===== src/rtl/dccq_pkg.sv =====
`timescale 1ns / 1ps
// Shared types for the dedup/cancel request queue: request and response
// payloads, slot layout, operation and status codes, controller states.
// No dependencies.
package dccq_pkg;

	localparam int TERM_W  = 8;
	localparam int COUNT_W = 3;

	typedef enum logic [1:0] {
		KIND_ADD    = 2'd0,
		KIND_FINISH = 2'd1,
		KIND_CANCEL = 2'd2,
		KIND_RESET  = 2'd3
	} kind_t;

	typedef enum logic [1:0] {
		ST_OK    = 2'd0,
		ST_FULL  = 2'd1,
		ST_DUP   = 2'd2,
		ST_EMPTY = 2'd3
	} status_t;

	typedef enum logic [2:0] {
		S_IDLE,
		S_SCAN,
		S_APPEND,
		S_HEAD_RD,
		S_HEAD_CHK,
		S_DONE
	} state_t;

	// one incoming request
	typedef struct packed {
		kind_t             kind;
		logic [TERM_W-1:0] from_terminal;
		logic [TERM_W-1:0] to_terminal;
	} req_t;

	// one response
	typedef struct packed {
		status_t            status;
		logic               head_valid;
		logic [TERM_W-1:0]  head_from;
		logic [TERM_W-1:0]  head_to;
		logic               head_cancelled;
		logic [COUNT_W-1:0] entry_count;
	} rsp_t;

	// one queue slot as stored in memory
	typedef struct packed {
		logic [TERM_W-1:0] start_term;
		logic [TERM_W-1:0] end_term;
		logic              cancelled;
	} slot_t;

endpackage


===== src/rtl/dedup_cancel_request_queue.sv =====
`timescale 1ns / 1ps
// Dedup/cancel request queue, top level. One request at a time.
// A cancel, or an add to a queue that is not full, scans the queued entries;
// an add with no duplicate writes the tail. The head is then read unless the
// queue is empty, and a finish pops each cancelled head it meets. A request
// is taken only once the last is done; the response register frees the core.
// Reset: arst_n empties the queue; slot memory contents are not cleared.
module dedup_cancel_request_queue #(
	parameter int QUEUE_DEPTH = 4
) (
	input  logic            clk,
	input  logic            arst_n,
	input  logic            req_valid,
	output logic            req_stall,
	input  dccq_pkg::req_t  req,
	output logic            rsp_valid,
	input  logic            rsp_stall,
	output dccq_pkg::rsp_t  rsp
);
	import dccq_pkg::*;

	localparam int AW = $clog2(QUEUE_DEPTH);
	localparam int CW = $clog2(QUEUE_DEPTH + 1);

	logic          rd_en;
	logic [AW-1:0] rd_addr;
	slot_t         rd_data;
	logic          wr_en;
	logic [AW-1:0] wr_addr;
	slot_t         wr_data;
	logic          res_valid;
	logic          res_ready;
	rsp_t          res;
	logic          rsp_valid_q;
	rsp_t          rsp_q;

	dccq_mem #(
		.DEPTH (QUEUE_DEPTH),
		.AW    (AW)
	) u_mem (
		.clk     (clk),
		.rd_en   (rd_en),
		.rd_addr (rd_addr),
		.rd_data (rd_data),
		.wr_en   (wr_en),
		.wr_addr (wr_addr),
		.wr_data (wr_data)
	);

	dccq_ctrl #(
		.QUEUE_DEPTH (QUEUE_DEPTH),
		.AW          (AW),
		.CW          (CW)
	) u_ctrl (
		.clk       (clk),
		.arst_n    (arst_n),
		.req_valid (req_valid),
		.req_stall (req_stall),
		.req       (req),
		.res_valid (res_valid),
		.res_ready (res_ready),
		.res       (res),
		.rd_en     (rd_en),
		.rd_addr   (rd_addr),
		.rd_data   (rd_data),
		.wr_en     (wr_en),
		.wr_addr   (wr_addr),
		.wr_data   (wr_data)
	);

	// response register
	assign res_ready = !rsp_valid_q || !rsp_stall;

	always_ff @(posedge clk or negedge arst_n) begin
		if (!arst_n) begin
			rsp_valid_q <= 1'b0;
		end else if (res_valid && res_ready) begin
			rsp_valid_q <= 1'b1;
		end else if (!rsp_stall) begin
			rsp_valid_q <= 1'b0;
		end
	end

	always_ff @(posedge clk) begin
		if (res_valid && res_ready) begin
			rsp_q <= res;
		end
	end

	assign rsp_valid = rsp_valid_q;
	assign rsp       = rsp_q;

endmodule


===== src/rtl/dccq_mem.sv =====
`timescale 1ns / 1ps
// Slot memory: one write port, one read port, registered read data.
// Depends on dccq_pkg.
module dccq_mem #(
	parameter int DEPTH = 4,
	parameter int AW    = 2
) (
	input  logic             clk,
	input  logic             rd_en,
	input  logic [AW-1:0]    rd_addr,
	output dccq_pkg::slot_t  rd_data,
	input  logic             wr_en,
	input  logic [AW-1:0]    wr_addr,
	input  dccq_pkg::slot_t  wr_data
);
	import dccq_pkg::*;

	slot_t mem_q [DEPTH];
	slot_t rd_data_q;

	// write port
	always_ff @(posedge clk) begin
		if (wr_en) begin
			mem_q[wr_addr] <= wr_data;
		end
	end

	// read port, registered output
	always_ff @(posedge clk) begin
		if (rd_en) begin
			rd_data_q <= mem_q[rd_addr];
		end
	end

	assign rd_data = rd_data_q;

endmodule


===== src/rtl/dccq_ctrl.sv =====
`timescale 1ns / 1ps
// Queue controller: head/occupancy registers and the sequencer that scans,
// appends, cancels and pops through the slot memory. Depends on dccq_pkg.
module dccq_ctrl #(
	parameter int QUEUE_DEPTH = 4,
	parameter int AW          = 2,
	parameter int CW          = 3
) (
	input  logic             clk,
	input  logic             arst_n,
	// request side
	input  logic             req_valid,
	output logic             req_stall,
	input  dccq_pkg::req_t   req,
	// response toward the output register
	output logic             res_valid,
	input  logic             res_ready,
	output dccq_pkg::rsp_t   res,
	// slot memory
	output logic             rd_en,
	output logic [AW-1:0]    rd_addr,
	input  dccq_pkg::slot_t  rd_data,
	output logic             wr_en,
	output logic [AW-1:0]    wr_addr,
	output dccq_pkg::slot_t  wr_data
);
	import dccq_pkg::*;

	localparam int            AW1       = AW + 1;
	localparam logic [AW:0]   DEPTH_S   = AW1'(QUEUE_DEPTH);
	localparam logic [AW-1:0] HEAD_LAST = AW'(QUEUE_DEPTH - 1);
	localparam logic [CW-1:0] OCC_FULL  = CW'(QUEUE_DEPTH);

	// physical slot of an offset from a base, modulo the depth
	function automatic logic [AW-1:0] slot_at(input logic [AW-1:0] base,
	                                          input logic [AW-1:0] off);
		logic [AW:0] sum;
		sum = {1'b0, base} + {1'b0, off};
		if (sum >= DEPTH_S) begin
			sum = sum - DEPTH_S;
		end
		return sum[AW-1:0];
	endfunction

	function automatic logic [AW-1:0] next_slot(input logic [AW-1:0] idx);
		return (idx == HEAD_LAST) ? '0 : idx + AW'(1);
	endfunction

	// control state
	state_t        state_q, state_d;
	logic [AW-1:0] head_q, head_d;
	logic [CW-1:0] occ_q, occ_d;
	logic [CW-1:0] k_q, k_d;
	logic          chk_s1, chk_d;
	logic          dup_q, dup_d;

	// request and result payload
	kind_t             kind_q, kind_d;
	logic [TERM_W-1:0] from_q, from_d;
	logic [TERM_W-1:0] to_q, to_d;
	status_t           status_q, status_d;
	logic [AW-1:0]     addr_s1, addr_d;
	logic              hval_q, hval_d;
	logic [TERM_W-1:0] hfrom_q, hfrom_d;
	logic [TERM_W-1:0] hto_q, hto_d;
	logic              hcan_q, hcan_d;

	always_ff @(posedge clk or negedge arst_n) begin
		if (!arst_n) begin
			state_q <= S_IDLE;
			head_q  <= '0;
			occ_q   <= '0;
			k_q     <= '0;
			chk_s1  <= 1'b0;
			dup_q   <= 1'b0;
		end else begin
			state_q <= state_d;
			head_q  <= head_d;
			occ_q   <= occ_d;
			k_q     <= k_d;
			chk_s1  <= chk_d;
			dup_q   <= dup_d;
		end
	end

	always_ff @(posedge clk) begin
		kind_q   <= kind_d;
		from_q   <= from_d;
		to_q     <= to_d;
		status_q <= status_d;
		addr_s1  <= addr_d;
		hval_q   <= hval_d;
		hfrom_q  <= hfrom_d;
		hto_q    <= hto_d;
		hcan_q   <= hcan_d;
	end

	// sequencer: next state, memory accesses, result capture
	always_comb begin
		state_d  = state_q;
		head_d   = head_q;
		occ_d    = occ_q;
		k_d      = k_q;
		chk_d    = 1'b0;
		dup_d    = dup_q;
		kind_d   = kind_q;
		from_d   = from_q;
		to_d     = to_q;
		status_d = status_q;
		addr_d   = addr_s1;
		hval_d   = hval_q;
		hfrom_d  = hfrom_q;
		hto_d    = hto_q;
		hcan_d   = hcan_q;
		req_stall = 1'b1;
		res_valid = 1'b0;
		rd_en    = 1'b0;
		rd_addr  = head_q;
		wr_en    = 1'b0;
		wr_addr  = addr_s1;
		wr_data  = rd_data;

		case (state_q)
			S_IDLE: begin
				req_stall = 1'b0;
				if (req_valid) begin
					kind_d   = req.kind;
					from_d   = req.from_terminal;
					to_d     = req.to_terminal;
					status_d = ST_OK;
					k_d      = '0;
					dup_d    = 1'b0;
					case (req.kind)
						KIND_ADD: begin
							if (occ_q == OCC_FULL) begin
								status_d = ST_FULL;
								state_d  = S_HEAD_RD;
							end else begin
								state_d = S_SCAN;
							end
						end
						KIND_FINISH: begin
							if (occ_q == '0) begin
								status_d = ST_EMPTY;
							end else begin
								head_d = next_slot(head_q);
								occ_d  = occ_q - CW'(1);
							end
							state_d = S_HEAD_RD;
						end
						KIND_CANCEL: begin
							state_d = S_SCAN;
						end
						KIND_RESET: begin
							head_d  = '0;
							occ_d   = '0;
							state_d = S_HEAD_RD;
						end
						default: begin
							state_d = S_HEAD_RD;
						end
					endcase
				end
			end

			// pipelined scan: issue one read a cycle, check the one before
			S_SCAN: begin
				if (chk_s1 && rd_data.start_term == from_q) begin
					if (kind_q == KIND_CANCEL) begin
						wr_en             = 1'b1;
						wr_addr           = addr_s1;
						wr_data           = rd_data;
						wr_data.cancelled = 1'b1;
					end else if (!rd_data.cancelled) begin
						dup_d = 1'b1;
					end
				end
				if (k_q != occ_q) begin
					rd_en   = 1'b1;
					rd_addr = slot_at(head_q, k_q[AW-1:0]);
					addr_d  = rd_addr;
					chk_d   = 1'b1;
					k_d     = k_q + CW'(1);
				end else if (!chk_s1) begin
					if (kind_q == KIND_ADD) begin
						if (dup_q) begin
							status_d = ST_DUP;
							state_d  = S_HEAD_RD;
						end else begin
							state_d = S_APPEND;
						end
					end else begin
						state_d = S_HEAD_RD;
					end
				end
			end

			// write the new request at the tail
			S_APPEND: begin
				wr_en   = 1'b1;
				wr_addr = slot_at(head_q, occ_q[AW-1:0]);
				wr_data = '{start_term: from_q, end_term: to_q, cancelled: 1'b0};
				occ_d   = occ_q + CW'(1);
				state_d = S_HEAD_RD;
			end

			S_HEAD_RD: begin
				if (occ_q == '0) begin
					hval_d  = 1'b0;
					hfrom_d = '0;
					hto_d   = '0;
					hcan_d  = 1'b0;
					state_d = S_DONE;
				end else begin
					rd_en   = 1'b1;
					rd_addr = head_q;
					state_d = S_HEAD_CHK;
				end
			end

			// a finish keeps popping cancelled heads
			S_HEAD_CHK: begin
				if (kind_q == KIND_FINISH && rd_data.cancelled) begin
					head_d  = next_slot(head_q);
					occ_d   = occ_q - CW'(1);
					state_d = S_HEAD_RD;
				end else begin
					hval_d  = 1'b1;
					hfrom_d = rd_data.start_term;
					hto_d   = rd_data.end_term;
					hcan_d  = rd_data.cancelled;
					state_d = S_DONE;
				end
			end

			S_DONE: begin
				res_valid = 1'b1;
				if (res_ready) begin
					state_d = S_IDLE;
				end
			end

			default: begin
				state_d = S_IDLE;
			end
		endcase
	end

	// response fields
	always_comb begin
		res.status         = status_q;
		res.head_valid     = hval_q;
		res.head_from      = hfrom_q;
		res.head_to        = hto_q;
		res.head_cancelled = hcan_q;
		res.entry_count    = COUNT_W'(occ_q);
	end

endmodule

===== config.mk =====
export PLATFORM = sky130hd
export DESIGN_NAME = dedup_cancel_request_queue
export DESIGN_NICKNAME = d
export VERILOG_FILES = /design/src/rtl/dccq_pkg.sv /design/src/rtl/dedup_cancel_request_queue.sv /design/src/rtl/dccq_mem.sv /design/src/rtl/dccq_ctrl.sv
export SDC_FILE = /design/constraint.sdc
export NUM_CORES = 1
export LEC_CHECK = 0
export BUFFER_PORTS_ARGS = -buffer_cell sky130_fd_sc_hd__buf_2
export CORE_MARGIN = 1
export CORE_UTILIZATION = 40
export DETAILED_ROUTE_END_ITERATION = 6
export SYNTH_ARGS = -nofsm -noshare
export SYNTH_HDL_FRONTEND = slang
export SYNTH_SLANG_ARGS = --single-unit

===== constraint.sdc =====
create_clock -name clk -period 3.23 [get_ports clk]
set_input_delay 0.646 -clock clk [delete_from_list [all_inputs] [get_ports clk]]
set_output_delay 0.646 -clock clk [all_outputs]
set_load 0.01 [all_outputs]

# Word level (Yosys, flattened, before mapping)
# Memory sizes are Yosys's and may differ from the RTL's. A register that Yosys moved wholly into a read port is not among the register bits.
# Index checks and enable logic that the tools add are counted.
# totals
register_bits	77
ramBits	68
inputBits	22
output_inout_bits	25
n_memories	1
# mem_list
memory	words	word_bits	read_ports	rd_ports_with_merged_regs	wr	line_no	source
u_mem.mem_q	4	17	1	1	1	dccq_mem.sv:18	slot_t mem_q [DEPTH];
# op_classes
n_addsub	8
magnitude_cmp	2
eq_ne	30
muxes	70
n_reduce_logical	24
# op_table
operator	count
$pmux 17 s2	1
$mux 2	16
$pmux 8 s2	2
$mux 3	10
$mux 1	24
$mux 8	3
$pmux 3 s3	2
$pmux 3 s6	1
$pmux 2 s2	4
$reduce_and 5->1	3
$ne 2x1->1 const B	7
$ne 2x2->1 const B	7
$pmux 3 s2	2
$pmux 1 s2	5
$eq 3x3->1 const B	3
$eq 2x2->1 const B	4
$eq 8x8->1	1
$add 2x2->3	2
$add 3x1->3 const B	2
$eq 3x2->1 const B	2
$ge 3x3->1 const B	2
$logic_not 3->1	2
$ne 3x3->1 const B	2
$reduce_and 3->1	2
other kinds (16)	25

# Logic depth before layout (Yosys ltp)
# depth
word_depth	6
ltp_mapped	7

# Modules after synthesis
# From an unflattened synthesis, not the netlist that was laid out.
# unflattened
cells_unflattened	398
hier_area_um2	6592.6
# by_module_without_submodules
module	instances	cells_per_inst	area_per_inst_um2	seq_area_each_um2
dccq_mem	1	110	3034.2	2552.4
dccq_ctrl	1	261	2820.2	1526.5
dedup_cancel_request_queue	1	27	738.2	715.7

# Worst setup path before layout
# OpenSTA, ideal clock, no wires.
# synth_timing
path_type	reg-to-reg
start	register u_ctrl.occ_q[0]
end	register u_mem.rd_data[0] (netlist name)
setup_ps	416
arrival_time_ps	2314
slack_ps	500
path_stages_with_launch	7
n_path_buf	0
period_less_slack_ps	2730
cell_sequence	dfrtp_1 > inv_1 > ha_1 > nor2b_1 > nand2_1 > o21ai_0 > nor3b_1
# synth_between
elab_chain_len	3
# synth_lines
element	line_no	source
from (decl)	dccq_ctrl.sv:52	logic [CW-1:0] occ_q, occ_d;
from (signal assigned)	dccq_ctrl.sv:72	occ_q <= '0;
from (signal assigned)	dccq_ctrl.sv:79	occ_q <= occ_d;
$ne 3x3->1 or $logic_not 3->1 (tied branches)	dccq_ctrl.sv:178, dccq_ctrl.sv:208	
$mux 1, on equally long branches	dccq_ctrl.sv:178, dccq_ctrl.sv:208	
$pmux 1 s2 *	dccq_ctrl.sv:123	case (state_q)
via rd_en	dedup_cancel_request_queue.sv:25	logic rd_en;
# Mark *: on every way through the listed nets, which the timed path passes. The rest lies on a longest branch.
# A chain may end at the register's enable or synchronous reset.

# Worst setup path in the final report
# layout_timing
start	register u_ctrl.state_q[1]
end	memory u_mem.mem_q[2][4] in the netlist's numbering (enable)
# layout_between
elab_chain_len	4
# layout_lines
element	line_no	source
from (decl)	dccq_ctrl.sv:50	state_t state_q, state_d;
from (signal assigned)	dccq_ctrl.sv:77	state_q <= state_d;
$eq 3x2->1 or $eq 3x1->1 (tied branches)	dccq_ctrl.sv:123	
$pmux 1 s2	dccq_ctrl.sv:123	
$mux 1	dccq_mem.sv:23	if (wr_en) begin
$mux 1 (implied by the code)	dccq_mem.sv:24	mem_q[wr_addr] <= wr_data;
to (decl)	dccq_mem.sv:18	
# Parallel ways exist; a longest one is shown, timed or not.

==> run metrics <==
Iter 0 DRT Violations approximately 230; fmax around 0.35 GHz; initial antenna violation count 0; P per Cell Area around 1100 nW/um^2; PortBufs 46; mapped cell area around 6500 um^2; setup violators final 0; cts repair resizes 0; DR pass1 iterations 4; final net count between 500 and 600; area of the multi-input gates between 1500 and 2000 um^2; layout cells sized above 1 around a fifth; Syn Inst Count 421; ANT cells 0; synth top area cells edfxtp_1 (68%), mux2i_1 (7.8%), dfrtp_1 (5.4%); R2R Setup Slk between 300 and 400 ps; Placed Cells incl. Taps between 600 and 700; DP HPWL between 7000 and 8000 um; reg2reg end u_mem.mem_q[2][4]$_DFFE_PP_; status complete, no violations; Worst Path Arrival approximately 3000 ps; Die Area about 17000 um^2; worst hold path class in2async; Slew @ Worst Pin around 840 ps; die height between 100 and 150 um; crit path max fanout 17; VDD IR-drop max ~0.00046 V; Final Util between 40% and 50%; Buf/Inv on CP 1; Max Slew Vio Count 0; asr flop ratio synth 8.64%; total CTS buffers 17; Syn. warnings 0; CTS H-Tree Depth 4; ordered list of cells on the worst path nor3b_1 > nand4_1 > nor4_1 > a31oi_1 > nor2_1 > buf_4; most common cell after layout, fill and taps aside edfxtp_1; initial cell density of the core between 40% and 50%; Post-synth top flop edfxtp_1; final worst path period share between 80% and 90%; R2R Path Start u_ctrl.state_q[1]$_DFFE_PN0P_; CP top delay family simple AND/OR/NAND/NOR gates; vias around 3500; maximum clock path buffer count 2; Final Hold Violating Endpoints 0; CP Launch Type register; most frequent cells in the layout edfxtp_1 (148), nand2_1 (65), mux2i_1 (51), buf_2 (46); Final Wtd Congestion 0.771; Synth area leader edfxtp_1; Cell variety after synth 46; post-DR wirelength/cell ~17 um; critical path class reg2reg; Slowest-stage cell, CP nor4_1; Hold-fix buffers, CTS 0; postcts setup bufs 0; number of synthesized flops with an enable pin roughly 150; vias per cell 4.84; clk root buf clkbuf_16; clock sinks ~160; Leak 2.95 nW; Yosys reg bits around 160; antenna-violating nets left 0; Reg area 4790 um^2; Die W about 130 um; TNS Setup 0 ps; area share of the largest cell type after synthesis around two thirds; syn nets 450; largest net degree at the start of global routing 24; Core Region between 15000 and 20000 um^2; Max-cap violations 0; clock-pin slew on the worst setup and hold paths 60 ps; global-route wire length before repair between 15000 and 20000 um; relative slew slack around 44%; Fill cells 1375; Worst Skew roughly 9.3 ps; via count of the first global-routing pass 3355; Total GRT Usage between 15 and 20%; I/O pin cnt between 40 and 50; R2R cell count 6; WL final around 12000 um; Post-Layout Cell Count between 700 and 800; min Tclk post-route between 2000 and 3000 ps; synthesized area per cell approximately 16 um^2; GR Overflow Total 0; CTS tree yes; worst skew pair latency between 400 and 500 ps; sequential area share after synthesis around three quarters; Area Growth Syn to Fin 17.3%; CP Capture Type register; RSZ-0062 raised after global routing false; DRC viols 0; worst endpoint required time ~3300 ps; Total Power around 8 mW; slowest stage delay, CP 740 ps; site row count 46
cell type report:
cell class / count / share of cell area [%]
Inverter: 8 / 0.391
Clock inverter: 14 / 1.96
Timing Repair Buffer: 60 / 4.53
Sequential cell: 162 / 62.5
Multi-Input combinational cell: 236 / 21.5
Clock buffer: 18 / 5.59
Tap cell: 216 / 3.52
cell usage after synthesis (3+ instances only):
cell type / number
edfxtp_1: 148
nand2_1: 65
mux2i_1: 51
and2_1: 17
dfrtp_1: 14
nor2_1: 14
xnor2_1: 12
a21oi_1: 10
clkbuf_1: 9
inv_1: 8
ha_1: 7
o21ai_0: 6
xor2_1: 5
buf_6: 4
nor2b_1: 4
nor3b_1: 4
a31oi_1: 3
nand2b_1: 3
nor4_1: 3
power by group:
| part | switching, mW | internal [mW] |
|---|---|---|
| clock network | 0.816 | 1.15 |
| registers | 0.301 | 3.06 |
| logic | 1.60 | 1.18 |
metal layers:
metal	global-route usage [%]	wire length [um]	share of wire, %
met5	0	0	0
met4	6.98	187	1.6
met3	3.44	379	3.2
met2	24.9	5790	48
met1	20.4	5600	47
logic make-up after synthesis:
group	after synthesis	synth area share [%]
buffers and inverters	23	1.86
multiplexers	53	8.19
adder cells (fa/ha/maj)	7	1.34
flip-flops	162	73.3
XOR/XNOR	18	2.53
AO/OA/AOI/OAI	36	3.94
AND/OR/NAND/NOR	122	8.80
how the worst max path moves through the flow:
stage	from	to	slack, ps	cells past startpoint
2_1_floorplan	u_ctrl.occ_q[0]$_DFFE_PN0P_	u_mem.rd_data[0]$_DFFE_PP_	500	6
3_3_place_gp	u_ctrl.state_q[0]$_DFFE_PN0P_	u_mem.mem_q[3][4]$_DFFE_PP_	380	7
3_5_place_dp	u_ctrl.state_q[1]$_DFFE_PN0P_	u_mem.mem_q[3][4]$_DFFE_PP_	360	6
4_1_cts	u_ctrl.state_q[1]$_DFFE_PN0P_	u_mem.mem_q[3][4]$_DFFE_PP_	350	6
5_1_grt	u_ctrl.state_q[1]$_DFFE_PN0P_	u_mem.mem_q[2][3]$_DFFE_PP_	200	6
6_report	u_ctrl.state_q[1]$_DFFE_PN0P_	u_mem.mem_q[2][4]$_DFFE_PP_	330	6
stage by stage:
stage / area [um^2] / worst slack (ps) / hold WS, ps
finish: 7670 / 331 / 123
detailed placement: 7090 / 363 / 405
CTS: 7670 / 350 / 117
global route: 7670 / 196 / 138
global placement: 7090 / 377 / 401
floorplan: 6540 / 500 / 350
registers in the layout, summed over array words and instances, names as in the netlist, 8 cells and up:
| name | count |
|---|---|
| u_ctrl.to_q | 8 |
| u_mem.mem_q | 68 |
| rsp | 23 |
| u_ctrl.hto_q | 8 |
| u_ctrl.hfrom_q | 8 |
| u_ctrl.from_q | 8 |
| u_mem.rd_data | 17 |
No activity file was read; power rests on OpenSTA's default activity.
